==> src/rtl/owbm_pkg.sv <==
`timescale 1ns / 1ps
`default_nettype none
// ----------------------------------------------------------------------------
// owbm_pkg: shared types and constants of the one-wire bus master
// Holds the command and phase encodings, the item type that travels from
// the front part to the sequencer, and the default bus timing values.
// ----------------------------------------------------------------------------
package owbm_pkg;

	// Operation codes as they arrive on the op field.
	localparam logic [1:0] OP_NONE  = 2'd0;
	localparam logic [1:0] OP_RESET = 2'd1;
	localparam logic [1:0] OP_WRITE = 2'd2;
	localparam logic [1:0] OP_READ  = 2'd3;

	// Default timing of the reset sequence, in microseconds.
	localparam int RESET_LOW_US_DEF       = 480;
	localparam int PRESENCE_SAMPLE_US_DEF = 70;

	// Fixed phase lengths, in microseconds.
	localparam int RST_REL_US  = 50;
	localparam int RST_HOLD_US = 410;
	localparam int WR_START_US = 3;
	localparam int WR_ONE_US   = 55;
	localparam int WR_ZERO_US  = 60;
	localparam int WR_REC_US   = 1;
	localparam int RD_START_US = 3;
	localparam int RD_WAIT_US  = 3;
	localparam int RD_REST_US  = 45;

	// Depth of the queue between the front part and the sequencer.
	localparam int Q_DEPTH = 2;
	localparam int QPTR_W  = $clog2(Q_DEPTH);
	localparam int QCNT_W  = $clog2(Q_DEPTH + 1);

	// Command class decided by the front part.
	typedef enum logic [1:0] {
		CMD_NONE,
		CMD_RESET,
		CMD_WRITE,
		CMD_READ
	} cmd_t;

	// Bus sequence phases.
	typedef enum logic [3:0] {
		PH_IDLE,
		PH_RST_REL,
		PH_RST_LOW,
		PH_RST_WAIT,
		PH_RST_HOLD_OK,
		PH_RST_HOLD_BAD,
		PH_WR_START,
		PH_WR_ONE,
		PH_WR_ZERO,
		PH_WR_REC,
		PH_RD_START,
		PH_RD_WAIT,
		PH_RD_REST
	} phase_t;

	// One classified item as held in the queue.
	typedef struct packed {
		cmd_t       cmd;
		logic [7:0] data;
		logic       line;
	} item_t;

	// Handshake between queue and sequencer.
	typedef struct packed {
		logic valid;
		item_t item;
	} q_out_t;

endpackage : owbm_pkg
`default_nettype wire

==> src/rtl/owbm_front.sv <==
`timescale 1ns / 1ps
`default_nettype none
// ----------------------------------------------------------------------------
// owbm_front: input acceptance, command classification and item queue
// Takes one item per cycle while not stalled, turns the op code into a command
// class and holds the item in a short queue until the sequencer takes it.
// ----------------------------------------------------------------------------
module owbm_front import owbm_pkg::*; (
	input  wire logic       clk,
	input  wire logic       arst_n,
	input  wire logic [1:0] op,
	input  wire logic [7:0] data_byte,
	input  wire logic       line_in,
	input  wire logic       in_valid,
	output logic            in_stall,
	output q_out_t          q_out,
	input  wire logic       q_pop
);

	item_t              mem_q [Q_DEPTH];
	logic [QPTR_W-1:0]  wr_ptr_q;
	logic [QPTR_W-1:0]  rd_ptr_q;
	logic [QCNT_W-1:0]  count_q;
	item_t              item_new;
	logic               push;
	logic               pop;

	// Classify the op code of the incoming item.
	always_comb begin
		item_new.data = data_byte;
		item_new.line = line_in;
		case (op)
			OP_NONE:  item_new.cmd = CMD_NONE;
			OP_RESET: item_new.cmd = CMD_RESET;
			OP_WRITE: item_new.cmd = CMD_WRITE;
			OP_READ:  item_new.cmd = CMD_READ;
			default:  item_new.cmd = CMD_NONE;
		endcase
	end

	// The queue refuses new items only when every slot is taken.
	assign in_stall = (count_q == QCNT_W'(Q_DEPTH));
	assign push     = in_valid && !in_stall;
	assign pop      = q_pop && (count_q != '0);

	// Item storage.
	always_ff @(posedge clk) begin
		if (push) begin
			mem_q[wr_ptr_q] <= item_new;
		end
	end

	// Pointers and fill count.
	always_ff @(posedge clk or negedge arst_n) begin
		if (!arst_n) begin
			wr_ptr_q <= '0;
			rd_ptr_q <= '0;
			count_q  <= '0;
		end else begin
			if (push) begin
				wr_ptr_q <= (wr_ptr_q == QPTR_W'(Q_DEPTH - 1)) ? '0 : wr_ptr_q + 1'b1;
			end
			if (pop) begin
				rd_ptr_q <= (rd_ptr_q == QPTR_W'(Q_DEPTH - 1)) ? '0 : rd_ptr_q + 1'b1;
			end
			if (push && !pop) begin
				count_q <= count_q + 1'b1;
			end else if (pop && !push) begin
				count_q <= count_q - 1'b1;
			end
		end
	end

	assign q_out.valid = (count_q != '0);
	assign q_out.item  = mem_q[rd_ptr_q];

endmodule : owbm_front
`default_nettype wire

==> src/rtl/owbm_back.sv <==
`timescale 1ns / 1ps
`default_nettype none
// ----------------------------------------------------------------------------
// owbm_back: bus sequencer and result register
// Advances the reset, write and read sequences by one tick per item taken
// from the queue and registers the result item for the output channel.
// ----------------------------------------------------------------------------
module owbm_back import owbm_pkg::*; #(
	parameter int RESET_LOW_US       = RESET_LOW_US_DEF,
	parameter int PRESENCE_SAMPLE_US = PRESENCE_SAMPLE_US_DEF
) (
	input  wire logic       clk,
	input  wire logic       arst_n,
	input  wire logic [7:0] tpu,
	input  q_out_t          q_out,
	output logic            q_pop,
	output logic            drive_low,
	output logic            busy_res,
	output logic            done_res,
	output logic            presence,
	output logic [7:0]      read_data,
	output logic            cmd_rejected,
	output logic            out_valid,
	input  wire logic       out_stall
);

	localparam int MAX_US = (RESET_LOW_US > RST_HOLD_US) ? RESET_LOW_US : RST_HOLD_US;
	localparam int CNT_W  = $clog2(MAX_US + 1);

	phase_t             phase_q, phase_d;
	logic [CNT_W-1:0]   cnt_q, cnt_d, cnt_inc, len;
	logic [7:0]         presc_q, presc_d, presc_inc, limit;
	logic [2:0]         bit_q, bit_d;
	logic [7:0]         shift_q, shift_d;
	logic               pres_q, pres_d;
	logic [7:0]         rdres_q, rdres_d;
	logic               done_d, rej_d, drive_d;
	logic               out_valid_q;
	item_t              it;

	assign it    = q_out.item;
	assign q_pop = q_out.valid && (!out_valid_q || !out_stall);

	// Length of the current phase in microseconds.
	always_comb begin
		case (phase_q)
			PH_RST_REL:      len = CNT_W'(RST_REL_US);
			PH_RST_LOW:      len = CNT_W'(RESET_LOW_US);
			PH_RST_WAIT:     len = CNT_W'(PRESENCE_SAMPLE_US);
			PH_RST_HOLD_OK:  len = CNT_W'(RST_HOLD_US);
			PH_RST_HOLD_BAD: len = CNT_W'(RST_HOLD_US);
			PH_WR_START:     len = CNT_W'(WR_START_US);
			PH_WR_ONE:       len = CNT_W'(WR_ONE_US);
			PH_WR_ZERO:      len = CNT_W'(WR_ZERO_US);
			PH_WR_REC:       len = CNT_W'(WR_REC_US);
			PH_RD_START:     len = CNT_W'(RD_START_US);
			PH_RD_WAIT:      len = CNT_W'(RD_WAIT_US);
			PH_RD_REST:      len = CNT_W'(RD_REST_US);
			default:         len = CNT_W'(1);
		endcase
	end

	assign limit     = (tpu == 8'd0) ? 8'd1 : tpu;
	assign presc_inc = presc_q + 8'd1;
	assign cnt_inc   = cnt_q + 1'b1;

	// Next state of the sequencer for one tick.
	always_comb begin
		phase_d = phase_q;
		cnt_d   = cnt_q;
		presc_d = presc_q;
		bit_d   = bit_q;
		shift_d = shift_q;
		pres_d  = pres_q;
		rdres_d = rdres_q;
		done_d  = 1'b0;
		rej_d   = 1'b0;
		if (phase_q == PH_IDLE) begin
			if (it.cmd != CMD_NONE) begin
				cnt_d   = '0;
				presc_d = '0;
				bit_d   = '0;
				case (it.cmd)
					CMD_RESET: phase_d = PH_RST_REL;
					CMD_WRITE: begin
						shift_d = it.data;
						phase_d = PH_WR_START;
					end
					CMD_READ: begin
						shift_d = '0;
						phase_d = PH_RD_START;
					end
					default: phase_d = PH_IDLE;
				endcase
			end
		end else begin
			rej_d = (it.cmd != CMD_NONE);
			if (presc_inc >= limit || presc_inc == 8'd0) begin
				presc_d = '0;
				if (cnt_inc >= len) begin
					cnt_d = '0;
					// Phase has run out: move to the following one.
					case (phase_q)
						PH_RST_REL:  phase_d = PH_RST_LOW;
						PH_RST_LOW:  phase_d = PH_RST_WAIT;
						PH_RST_WAIT: phase_d = it.line ? PH_RST_HOLD_BAD : PH_RST_HOLD_OK;
						PH_RST_HOLD_OK: begin
							pres_d  = it.line;
							phase_d = PH_IDLE;
							bit_d   = '0;
							done_d  = 1'b1;
						end
						PH_RST_HOLD_BAD: begin
							pres_d  = 1'b0;
							phase_d = PH_IDLE;
							bit_d   = '0;
							done_d  = 1'b1;
						end
						PH_WR_START: phase_d = shift_q[0] ? PH_WR_ONE : PH_WR_ZERO;
						PH_WR_ZERO:  phase_d = PH_WR_REC;
						PH_WR_ONE, PH_WR_REC: begin
							if (bit_q == 3'd7) begin
								phase_d = PH_IDLE;
								bit_d   = '0;
								done_d  = 1'b1;
							end else begin
								bit_d   = bit_q + 3'd1;
								shift_d = {1'b0, shift_q[7:1]};
								phase_d = PH_WR_START;
							end
						end
						PH_RD_START: phase_d = PH_RD_WAIT;
						PH_RD_WAIT: begin
							shift_d = {it.line, shift_q[7:1]};
							phase_d = PH_RD_REST;
						end
						PH_RD_REST: begin
							if (bit_q == 3'd7) begin
								rdres_d = shift_q;
								phase_d = PH_IDLE;
								bit_d   = '0;
								done_d  = 1'b1;
							end else begin
								bit_d   = bit_q + 3'd1;
								phase_d = PH_RD_START;
							end
						end
						default: begin
							phase_d = PH_IDLE;
							bit_d   = '0;
							done_d  = 1'b1;
						end
					endcase
				end else begin
					cnt_d = cnt_inc;
				end
			end else begin
				presc_d = presc_inc;
			end
		end
		drive_d = (phase_d == PH_RST_LOW) || (phase_d == PH_WR_START) ||
			(phase_d == PH_WR_ZERO) || (phase_d == PH_RD_START);
	end

	// Sequencer state register.
	always_ff @(posedge clk or negedge arst_n) begin
		if (!arst_n) begin
			phase_q <= PH_IDLE;
			cnt_q   <= '0;
			presc_q <= '0;
			bit_q   <= '0;
			shift_q <= '0;
			pres_q  <= 1'b0;
			rdres_q <= '0;
		end else if (q_pop) begin
			phase_q <= phase_d;
			cnt_q   <= cnt_d;
			presc_q <= presc_d;
			bit_q   <= bit_d;
			shift_q <= shift_d;
			pres_q  <= pres_d;
			rdres_q <= rdres_d;
		end
	end

	// Result valid flag.
	always_ff @(posedge clk or negedge arst_n) begin
		if (!arst_n) begin
			out_valid_q <= 1'b0;
		end else if (q_pop) begin
			out_valid_q <= 1'b1;
		end else if (!out_stall) begin
			out_valid_q <= 1'b0;
		end
	end

	// Result payload register.
	always_ff @(posedge clk) begin
		if (q_pop) begin
			drive_low    <= drive_d;
			busy_res     <= (phase_d != PH_IDLE);
			done_res     <= done_d;
			presence     <= pres_d;
			read_data    <= rdres_d;
			cmd_rejected <= rej_d;
		end
	end

	assign out_valid = out_valid_q;

endmodule : owbm_back
`default_nettype wire

==> src/rtl/one_wire_bus_master_top.sv <==
`timescale 1ns / 1ps
`default_nettype none
// ----------------------------------------------------------------------------
// one_wire_bus_master_top: one-wire bus master, standard speed
// Each item is one clock tick of bus timing; op starts a reset, write byte
// or read byte sequence and the result item reports the bus drive and status.
//
//   Channel   Handshake              Payload
//   input     in_valid / in_stall    op, data_byte, line_in
//   output    out_valid / out_stall  drive_low, busy_res, done_res, presence,
//                                    read_data, cmd_rejected
//   config    cfg_valid / cfg_ready  cfg_data (ticks per microsecond)
//
// One item is taken per cycle while the queue has room; its result is offered
// once it has passed the two-entry queue and the sequencer's result register.
// The sequencer updates all its state at once for each item it takes.
// Reset clears the sequencer to idle and sets ticks per microsecond to 1.
// A stalled output holds the sequencer; the queue then fills and stalls input.
// ----------------------------------------------------------------------------
module one_wire_bus_master_top import owbm_pkg::*; #(
	parameter int RESET_LOW_US       = RESET_LOW_US_DEF,
	parameter int PRESENCE_SAMPLE_US = PRESENCE_SAMPLE_US_DEF
) (
	input  wire logic       clk,
	input  wire logic       arst_n,
	input  wire logic       cfg_valid,
	output logic            cfg_ready,
	input  wire logic [7:0] cfg_data,
	input  wire logic       in_valid,
	output logic            in_stall,
	input  wire logic [1:0] op,
	input  wire logic [7:0] data_byte,
	input  wire logic       line_in,
	output logic            out_valid,
	input  wire logic       out_stall,
	output logic            drive_low,
	output logic            busy_res,
	output logic            done_res,
	output logic            presence,
	output logic [7:0]      read_data,
	output logic            cmd_rejected
);

	logic [7:0] tpu_q;
	q_out_t     q_out;
	logic       q_pop;

	// Ticks per microsecond register.
	assign cfg_ready = 1'b1;
	always_ff @(posedge clk or negedge arst_n) begin
		if (!arst_n) begin
			tpu_q <= 8'd1;
		end else if (cfg_valid && cfg_ready) begin
			tpu_q <= cfg_data;
		end
	end

	owbm_front u_front (
		.clk       (clk),
		.arst_n    (arst_n),
		.op        (op),
		.data_byte (data_byte),
		.line_in   (line_in),
		.in_valid  (in_valid),
		.in_stall  (in_stall),
		.q_out     (q_out),
		.q_pop     (q_pop)
	);

	owbm_back #(
		.RESET_LOW_US       (RESET_LOW_US),
		.PRESENCE_SAMPLE_US (PRESENCE_SAMPLE_US)
	) u_back (
		.clk          (clk),
		.arst_n       (arst_n),
		.tpu          (tpu_q),
		.q_out        (q_out),
		.q_pop        (q_pop),
		.drive_low    (drive_low),
		.busy_res     (busy_res),
		.done_res     (done_res),
		.presence     (presence),
		.read_data    (read_data),
		.cmd_rejected (cmd_rejected),
		.out_valid    (out_valid),
		.out_stall    (out_stall)
	);

endmodule : one_wire_bus_master_top
`default_nettype wire

==> config.mk <==
export PLATFORM = sky130hd
export DESIGN_NAME = one_wire_bus_master_top
export DESIGN_NICKNAME = d
export VERILOG_FILES = /design/src/rtl/owbm_pkg.sv /design/src/rtl/owbm_front.sv /design/src/rtl/owbm_back.sv /design/src/rtl/one_wire_bus_master_top.sv
export SDC_FILE = /design/constraint.sdc
export NUM_CORES = 1
export LEC_CHECK = 0
export BUFFER_PORTS_ARGS = -buffer_cell sky130_fd_sc_hd__buf_2
export CAP_MARGIN = 20
export CORE_MARGIN = 2
export CORE_UTILIZATION = 50
export DETAILED_ROUTE_END_ITERATION = 8
export HOLD_SLACK_MARGIN = 0.03
export PLACE_DENSITY_LB_ADDON = 0.1
export SYNTH_ARGS = -nofsm -noshare
export SYNTH_HDL_FRONTEND = slang
export SYNTH_HIERARCHICAL = 1
export SYNTH_SLANG_ARGS = --single-unit
==> constraint.sdc <==
create_clock -name clk -period 4 [get_ports clk]
set_input_delay 0.4 -clock clk [delete_from_list [all_inputs] [get_ports clk]]
set_output_delay 0.4 -clock clk [all_outputs]
set_load 0.1 [all_outputs]
==> flow_metrics.env, run 1 <==
export IMPL_number_of_enable_type_register_cells_in_the_synthesized_netlist=35
export IMPL_predominant_post_synthesis_flop_cell="sky130_fd_sc_hd__dfrtp_1"
export IMPL_global_route_usage_total_pct=18.5
export IMPL_crit_path_required_time_ns=4.09
export IMPL_clockPowerShare_pct=16.2
export IMPL_worstRegToRegCells=13
export IMPL_setup_viol=0
export IMPL_post_route_cells_drive_above_1_share_pct=23.7
export IMPL_timing_final_max_slew_violations=0
export IMPL_grt_ovfl_total=0
export IMPL_synth_top_family_by_area="simple AND/OR/NAND/NOR gates"
export IMPL_startpoint_kind_of_the_worst_setup_timing_path="flop"
export IMPL_cts_root_buf="sky130_fd_sc_hd__clkbuf_8"
export IMPL_final_period_minus_worst_setup_slack_ns=3.61
export IMPL_synth_simple_area_share_pct=15.3
export IMPL_synth_net_count=498
export IMPL_post_route_util_pct=55.8
export IMPL_clock_tree_from_tritoncts="yes"
export IMPL_final_period_utilization_pct=90.2
export IMPL_place_detailed_hpwl_um=6920
export IMPL_crit_type="reg2reg"
export IMPL_drt_iter0_drcs=315
export IMPL_clock_fmax_ghz=0.277
export IMPL_synthArstFlopShare_pct=60.7
export IMPL_viasPerCell=5.48
export IMPL_postCtsSetupBuffers=0
export IMPL_ctsResizeCount=0
export IMPL_syn_to_final_growth_pct=9.27
export IMPL_grt_max_degree=38
export IMPL_max_slew_worst_pin_slew_ns=0.909
export IMPL_pin_count=40
export IMPL_die_h_um=104
export IMPL_clock_sinks=89
export IMPL_max_cap_violations=0
export IMPL_die_w_um=104
export IMPL_synthXorXnorAreaFrac_pct=3.53
export IMPL_drt_wl_total_um=9470
export IMPL_ctsHoldBuffers=1
export IMPL_power_switching_fraction_pct=45.8
export IMPL_drc=0
export IMPL_power_leakage_nw=2.42
export IMPL_yosysWarningCount=6
export IMPL_first_global_vias=3351
export IMPL_timing_final_hold_violations=0
export IMPL_finalNetCount=535
export IMPL_synthesis_instances=447
export IMPL_synth_fa_ha_area_share_pct=6.80
export IMPL_worst_ir_drop_on_vdd_mv=0.389
export IMPL_switchingPower_mw=1.77
export IMPL_fp_row_count=36
export IMPL_postRouteAntennaNets=0
export IMPL_first_pass_iters=4
export IMPL_antenna_found_initial=0
export IMPL_cts_max_path_buffers=2
export IMPL_clk_insertion_delay_late_ns=0.36
export IMPL_crit_fanout=11
export IMPL_detailroute_via_count=3408
export IMPL_synth_compound_area_share_pct=11.5
export IMPL_synthesis_area_um2=4970
export IMPL_cts_htree_levels=3
export IMPL_numCtsBuffers=9
export IMPL_fin_tns_setup_ns=0
export IMPL_ys_seq_area_share_pct=48.4
export IMPL_hold_class="in2reg"
export IMPL_dpl_instance_area_um2=5220
export IMPL_clk_pin_slew_worst_paths_ns=0.09
export IMPL_yosysTopAreaCell="sky130_fd_sc_hd__dfrtp_1"
export IMPL_post_synth_cell_area_avg_um2=11.1
export IMPL_per_cell_routed_wire_length_um=15.2
export IMPL_worst_hold_path_num_cells=1
export IMPL_place_congestion=0.931
export IMPL_worst_endpoint_arrival_ns=3.69
export IMPL_netlist_area_leader_share_pct=26.7
export IMPL_insertedDiodeCount=0
export IMPL_initial_utilization_pct=51.1
export IMPL_unique_cell_type_count_in_the_yosys_netlist=65
export IMPL_slew_headroom_pct=39.2
export IMPL_wire_length_of_the_first_global_routing_pass_um=16100
export IMPL_port_buffers=38
export IMPL_power_density_nw_per_um2=713
export IMPL_fin_skew_ns=0.00983
export IMPL_share_seq_of_total_power_pct=37.1
export IMPL_comb_power_share_pct=46.7
export IMPL_internal_power_mw=2.10
export IMPL_status="completed"
export IMPL_die_area_um2=10700
export IMPL_setup_worst_path_end_class="flop"
export IMPL_layout_cell_area_non_filler_um2=5430
export IMPL_core_region_area_um2=9730
export IMPL_top_post_synthesis_cells_by_area="sky130_fd_sc_hd__dfrtp_1 27%, sky130_fd_sc_hd__edfxtp_1 21%, sky130_fd_sc_hd__ha_1 6.8%, sky130_fd_sc_hd__mux2_2 6.3%, sky130_fd_sc_hd__nand2_1 3.3%"
export IMPL_synth_mux_area_fraction_pct=9.97
export IMPL_ys_seq_elements=89
export IMPL_grt_setup_unrepaired="false"
[sequential cells by signal, summed over array words and instances (netlist names)]
name,cells
u_back/done_res,1
u_back/rdres_q,8
u_back/phase_q,4
u_back/out_valid,1
u_front/mem_q,22
u_back/read_data,8
u_back/bit_q,3
u_back/shift_q,8
u_front/wr_ptr_q,1
u_back/drive_low,1
u_back/pres_q,1
tpu_q,8
u_front/rd_ptr_q,1
u_back/cnt_q,9
u_back/busy_res,1
u_back/presc_q,8
u_front/count_q,2
u_back/cmd_rejected,1
u_back/presence,1
[layout by cell type (no fill, tap or decap), types with 2 or more instances in the layout]
master                      count
sky130_fd_sc_hd__mux2_2        28
sky130_fd_sc_hd__nor2_1        32
sky130_fd_sc_hd__nand2b_1      16
sky130_fd_sc_hd__o21a_1         3
sky130_fd_sc_hd__or2_2          3
sky130_fd_sc_hd__nand2_4        2
sky130_fd_sc_hd__nand4_1        3
sky130_fd_sc_hd__nand4b_1       2
sky130_fd_sc_hd__buf_4          5
sky130_fd_sc_hd__a211oi_1       2
sky130_fd_sc_hd__dfrtp_1       53
sky130_fd_sc_hd__ha_1          27
sky130_fd_sc_hd__nor2b_1        3
sky130_fd_sc_hd__mux2i_1        6
sky130_fd_sc_hd__nand2_1       44
sky130_fd_sc_hd__a21oi_1        9
sky130_fd_sc_hd__edfxtp_1      35
sky130_fd_sc_hd__buf_2         38
sky130_fd_sc_hd__o21ai_0       28
sky130_fd_sc_hd__o31ai_1        2
sky130_fd_sc_hd__nand3_1       21
sky130_fd_sc_hd__a2111oi_0      3
sky130_fd_sc_hd__a22o_1         4
sky130_fd_sc_hd__inv_6          2
sky130_fd_sc_hd__clkinv_1       2
sky130_fd_sc_hd__and3_1         6
sky130_fd_sc_hd__a21o_1         2
sky130_fd_sc_hd__mux2_4         8
sky130_fd_sc_hd__xor2_1         8
sky130_fd_sc_hd__a31oi_1        9
sky130_fd_sc_hd__inv_1         19
sky130_fd_sc_hd__nor3_1         8
sky130_fd_sc_hd__clkbuf_8       9
sky130_fd_sc_hd__xnor2_1       12
[per-stage QoR]
stage | std cells | worst slack (ns) | total power, mW | hold WS (ns)
floorplan | 447 | 0.844 | 2.89 | 0.104
global placement | 605 | 0.503 | 3.23 | 0.368
detailed placement | 605 | 0.477 | 3.25 | 0.371
CTS | 622 | 0.432 | 3.90 | 0.208
global route | 622 | 0.166 | 4.13 | 0.217
finish | 622 | 0.392 | 3.87 | 0.222
[per-layer routing]
layer / vias up / global-route usage [%] / share of wire (%)
met3: 13 / 2.58 / 4.5
li1: 1679 / - / -
met5: - / 0 / 0
met2: 91 / 28.9 / 46
met4: 0 / 7.82 / 1.6
met1: 1625 / 26.0 / 48
[Yosys cell counts, drive strengths merged, types with 4 or more instances]
master	instances
a31oi	9
nor2	32
nand2b	16
a21oi	10
mux2	36
or2	4
edfxtp	35
xor2	8
ha	27
nand3	22
dfrtp	53
nor3	9
nand2	46
clkbuf	11
mux2i	6
xnor2	12
and3	6
a22o	4
o21ai	29
buf	6
inv	19
[worst max-delay path: stages, from the launching register on]
cell and delay [ns]:
sky130_fd_sc_hd__dfrtp_1 0.48, sky130_fd_sc_hd__inv_1 0.19, sky130_fd_sc_hd__ha_1 0.43, sky130_fd_sc_hd__nand2_1 0.15, sky130_fd_sc_hd__o21ai_0 0.15, sky130_fd_sc_hd__mux2i_1 0.12
sky130_fd_sc_hd__ha_1 0.30, sky130_fd_sc_hd__nand4_1 0.09, sky130_fd_sc_hd__nor3_1 0.22, sky130_fd_sc_hd__o22a_2 0.28, sky130_fd_sc_hd__nand2_4 0.10, sky130_fd_sc_hd__a2111oi_0 0.47
sky130_fd_sc_hd__a221o_1 0.23, sky130_fd_sc_hd__nand4_1 0.12
[power groups by stage]
stage               Sequential [mW]  Clock [mW]  Combinational, mW
floorplan                      1.72           0               1.17
global placement               1.45           0               1.79
detailed placement             1.45           0               1.80
CTS                            1.44       0.648               1.81
global route                   1.48       0.678               1.98
finish                         1.43       0.627               1.81
[cells by family (layout without fill, tap and decap cells)]
group | Yosys count | in the layout
AOI/OAI and AO/OA | 81 | 81
xor gates and xnor gates | 20 | 20
adders and majority gates | 27 | 27
buffers and inverters | 38 | 80
DFF | 89 | 89
muxes | 42 | 42
other | 1 | 1
and+or+nand+nor | 149 | 149
[worst paths after layout]
| kind | from | endpoint | slack (ns) |
|---|---|---|---|
| hold reg to reg | u_back/cnt_q[8] | u_back/cnt_q[8] | 0.49 |
| max in group asynchronous | arst_n | tpu_q[0] | 2.66 |
| setup / recovery | u_back/phase_q[1] | u_back/busy_res | 0.39 |
| setup reg to reg | u_back/phase_q[1] | u_back/busy_res | 0.39 |
| min in group asynchronous | arst_n | u_back/phase_q[1] | 0.50 |
| hold / removal | data_byte[2] | u_front/mem_q[0][3] | 0.22 |
[layout make-up]
type                            count  area [um^2]
Multi-Input combinational cell    320         2340
Timing Repair Buffer               44          238
Sequential cell                    89         2400
Fill cell                         882         4300
Inverter                           20         75.1
Clock buffer                        9          124
Tap cell                          133          166
Clock inverter                      7         76.3
Note: power is estimated with default switching activity, not from simulation.
==> inputs of run 2 (changes only) <==
--- a/config.mk
+++ b/config.mk
@@ -5,12 +5,14 @@
 export SDC_FILE = /design/constraint.sdc
 export NUM_CORES = 1
 export LEC_CHECK = 0
+export ABC_CLOCK_PERIOD_IN_PS = 4000
 export BUFFER_PORTS_ARGS = -buffer_cell sky130_fd_sc_hd__buf_2
 export CAP_MARGIN = 20
 export CORE_MARGIN = 2
 export CORE_UTILIZATION = 50
 export DETAILED_ROUTE_END_ITERATION = 8
 export HOLD_SLACK_MARGIN = 0.03
+export MAX_ROUTING_LAYER = met4
 export PLACE_DENSITY_LB_ADDON = 0.1
 export SYNTH_ARGS = -nofsm -noshare
 export SYNTH_HDL_FRONTEND = slang
==> flow_metrics.env, run 2 (synthesis results as in run 1) <==
export IMPL_critical_path_reg2reg_startpoint="u_back/phase_q[1]"
export IMPL_startpoint="u_back/phase_q[1]"
export IMPL_per_cell_routed_wire_length_um=15.7
export IMPL_status="completed"
export IMPL_grt_setup_unrepaired="false"
export IMPL_cts_max_path_buffers=2
export IMPL_postRouteAntennaNets=0
export IMPL_final_period_utilization_pct=87.4
export IMPL_viasPerCell=5.55
export IMPL_final_period_minus_worst_setup_slack_ns=3.50
export IMPL_ctsResizeCount=0
export IMPL_crit_path_max_incr_delay_ns=0.48
export IMPL_die_w_um=104
export IMPL_postCtsSetupBuffers=0
export IMPL_dpl_instance_area_um2=5230
export IMPL_layout_cell_area_non_filler_um2=5430
export IMPL_crit_path_cell_trace="inv_1 -> ha_1 -> nand2_1 -> o21ai_0 -> mux2i_1 -> ha_1 -> nand4_1 -> nor3_1 -> o22a_2 -> nand2_4 -> a2111oi_0 -> a221o_1 -> nand4_1"
export IMPL_power_leakage_nw=2.42
export IMPL_power_density_nw_per_um2=717
export IMPL_syn_to_final_growth_pct=9.27
export IMPL_wire_length_of_the_first_global_routing_pass_um=16800
export IMPL_finalNetCount=535
export IMPL_clock_fmax_ghz=0.286
export IMPL_clock_tree_from_tritoncts="yes"
export IMPL_post_route_cells_drive_above_1_share_pct=23.9
export IMPL_largest_register_ffs=22
export IMPL_insertedDiodeCount=0
export IMPL_core_region_area_um2=9730
export IMPL_crit_fanout=8
export IMPL_crit_path_required_time_ns=4.09
export IMPL_first_pass_iters=5
export IMPL_max_cap_violations=0
export IMPL_mostFrequentLayoutCells="53 x sky130_fd_sc_hd__dfrtp_1, 44 x sky130_fd_sc_hd__nand2_1, 38 x sky130_fd_sc_hd__buf_2"
export IMPL_die_h_um=104
export IMPL_fin_tns_setup_ns=0
export IMPL_startpoint_kind_of_the_worst_setup_timing_path="flop"
export IMPL_layout_commonest_cell="sky130_fd_sc_hd__dfrtp_1"
export IMPL_rr_endpoint="u_back/busy_res"
export IMPL_clock_sinks=89
export IMPL_cts_htree_levels=3
export IMPL_grt_max_degree=29
export IMPL_dp_worst_setup_slack_ns=0.552
export IMPL_setup_worst_path_end_class="flop"
export IMPL_slew_headroom_pct=41.3
export IMPL_first_global_vias=3382
export IMPL_antenna_found_initial=0
export IMPL_timing_final_hold_violations=0
export IMPL_worstRegToRegCells=13
export IMPL_reg_largest_list="u_front/mem_q (22), u_back/cnt_q (9)"
export IMPL_pin_count=40
export IMPL_fp_row_count=36
export IMPL_drt_iter0_drcs=228
export IMPL_worst_ir_drop_on_vdd_mv=0.496
export IMPL_ctsHoldBuffers=0
export IMPL_setup_viol=0
export IMPL_regToRegSetupSlack_ns=0.50
export IMPL_cts_root_buf="sky130_fd_sc_hd__clkbuf_8"
export IMPL_post_layout_total_power_mw=3.89
export IMPL_timing_final_max_slew_violations=0
export IMPL_crit_type="reg2reg"
export IMPL_clk_insertion_delay_late_ns=0.36
export IMPL_critPathCapture="u_back/busy_res"
export IMPL_place_congestion=0.933
export IMPL_critPathTopFamily="compound AO/OA/AOI/OAI gates"
export IMPL_drc=0
export IMPL_clk_pin_slew_worst_paths_ns=0.09
export IMPL_port_buffers=38
export IMPL_post_route_util_pct=55.8
export IMPL_top_register="u_front/mem_q"
export IMPL_die_area_um2=10700
export IMPL_path_depth=13
export IMPL_drt_wl_total_um=9740
export IMPL_crit_path_top_delay_cell="sky130_fd_sc_hd__dfrtp_1"
export IMPL_hold_class="in2async"
export IMPL_numCtsBuffers=9
export IMPL_global_route_usage_total_pct=20.0
export IMPL_initial_utilization_pct=51.1
export IMPL_place_detailed_hpwl_um=7080
export IMPL_detailroute_via_count=3452
export IMPL_max_slew_worst_pin_slew_ns=0.877
export IMPL_grt_ovfl_total=0
export IMPL_cp_num_buf_inv=1
export IMPL_fin_skew_ns=0.0117
export IMPL_setup_slack_ns=0.502
export IMPL_worst_endpoint_arrival_ns=3.59
[run 2: layout make-up]
type / count / area, um^2
Clock buffer: 10 / 138
Multi-Input combinational cell: 320 / 2340
Sequential cell: 89 / 2400
Timing Repair Buffer: 44 / 235
Clock inverter: 6 / 65.1
Inverter: 20 / 75.1
Tap cell: 133 / 166
Fill cell: 889 / 4300
[run 2: power by group]
part           internal [mW]  leakage (nW)  switching, mW
logic                  0.599          1.30           1.24
registers               1.21          1.02          0.216
clock network          0.307         0.104          0.321
[run 2: worst min-delay path by stage]
stage	start	end	depth (start not counted)
after floorplan	arst_n	tpu_q[1]	0
after global placement	arst_n	u_back/bit_q[2]	1
after detailed placement	arst_n	u_back/bit_q[2]	1
after CTS	arst_n	u_back/presc_q[3]	1
after global routing	arst_n	tpu_q[6]	1
final	arst_n	u_back/presc_q[3]	1
[run 2: metrics by stage]
step                      cells  hold WS, ns
after detailed placement    606        0.470
after floorplan             447        0.104
after global placement      606        0.469
final                       622       0.0546
after CTS                   622       0.0807
after global routing        622       0.0961
[run 2: worst register-to-register path: cells and delay by family (launching register included)]
kind | cells | cell delay, ns
flops | 1 | 0.48
mux | 1 | 0.11
fa+ha+maj | 2 | 0.50
buf+inv | 1 | 0.20
simple gates | 5 | 0.78
compound gates | 4 | 1.17
[run 2: metal layers]
layer	up-vias	track usage (%)	wire (um)
li1	1681	-	-
met2	81	30.1	4620
met3	12	2.89	346
met5	-	-	0
met4	0	8.01	142
met1	1678	27.4	4630
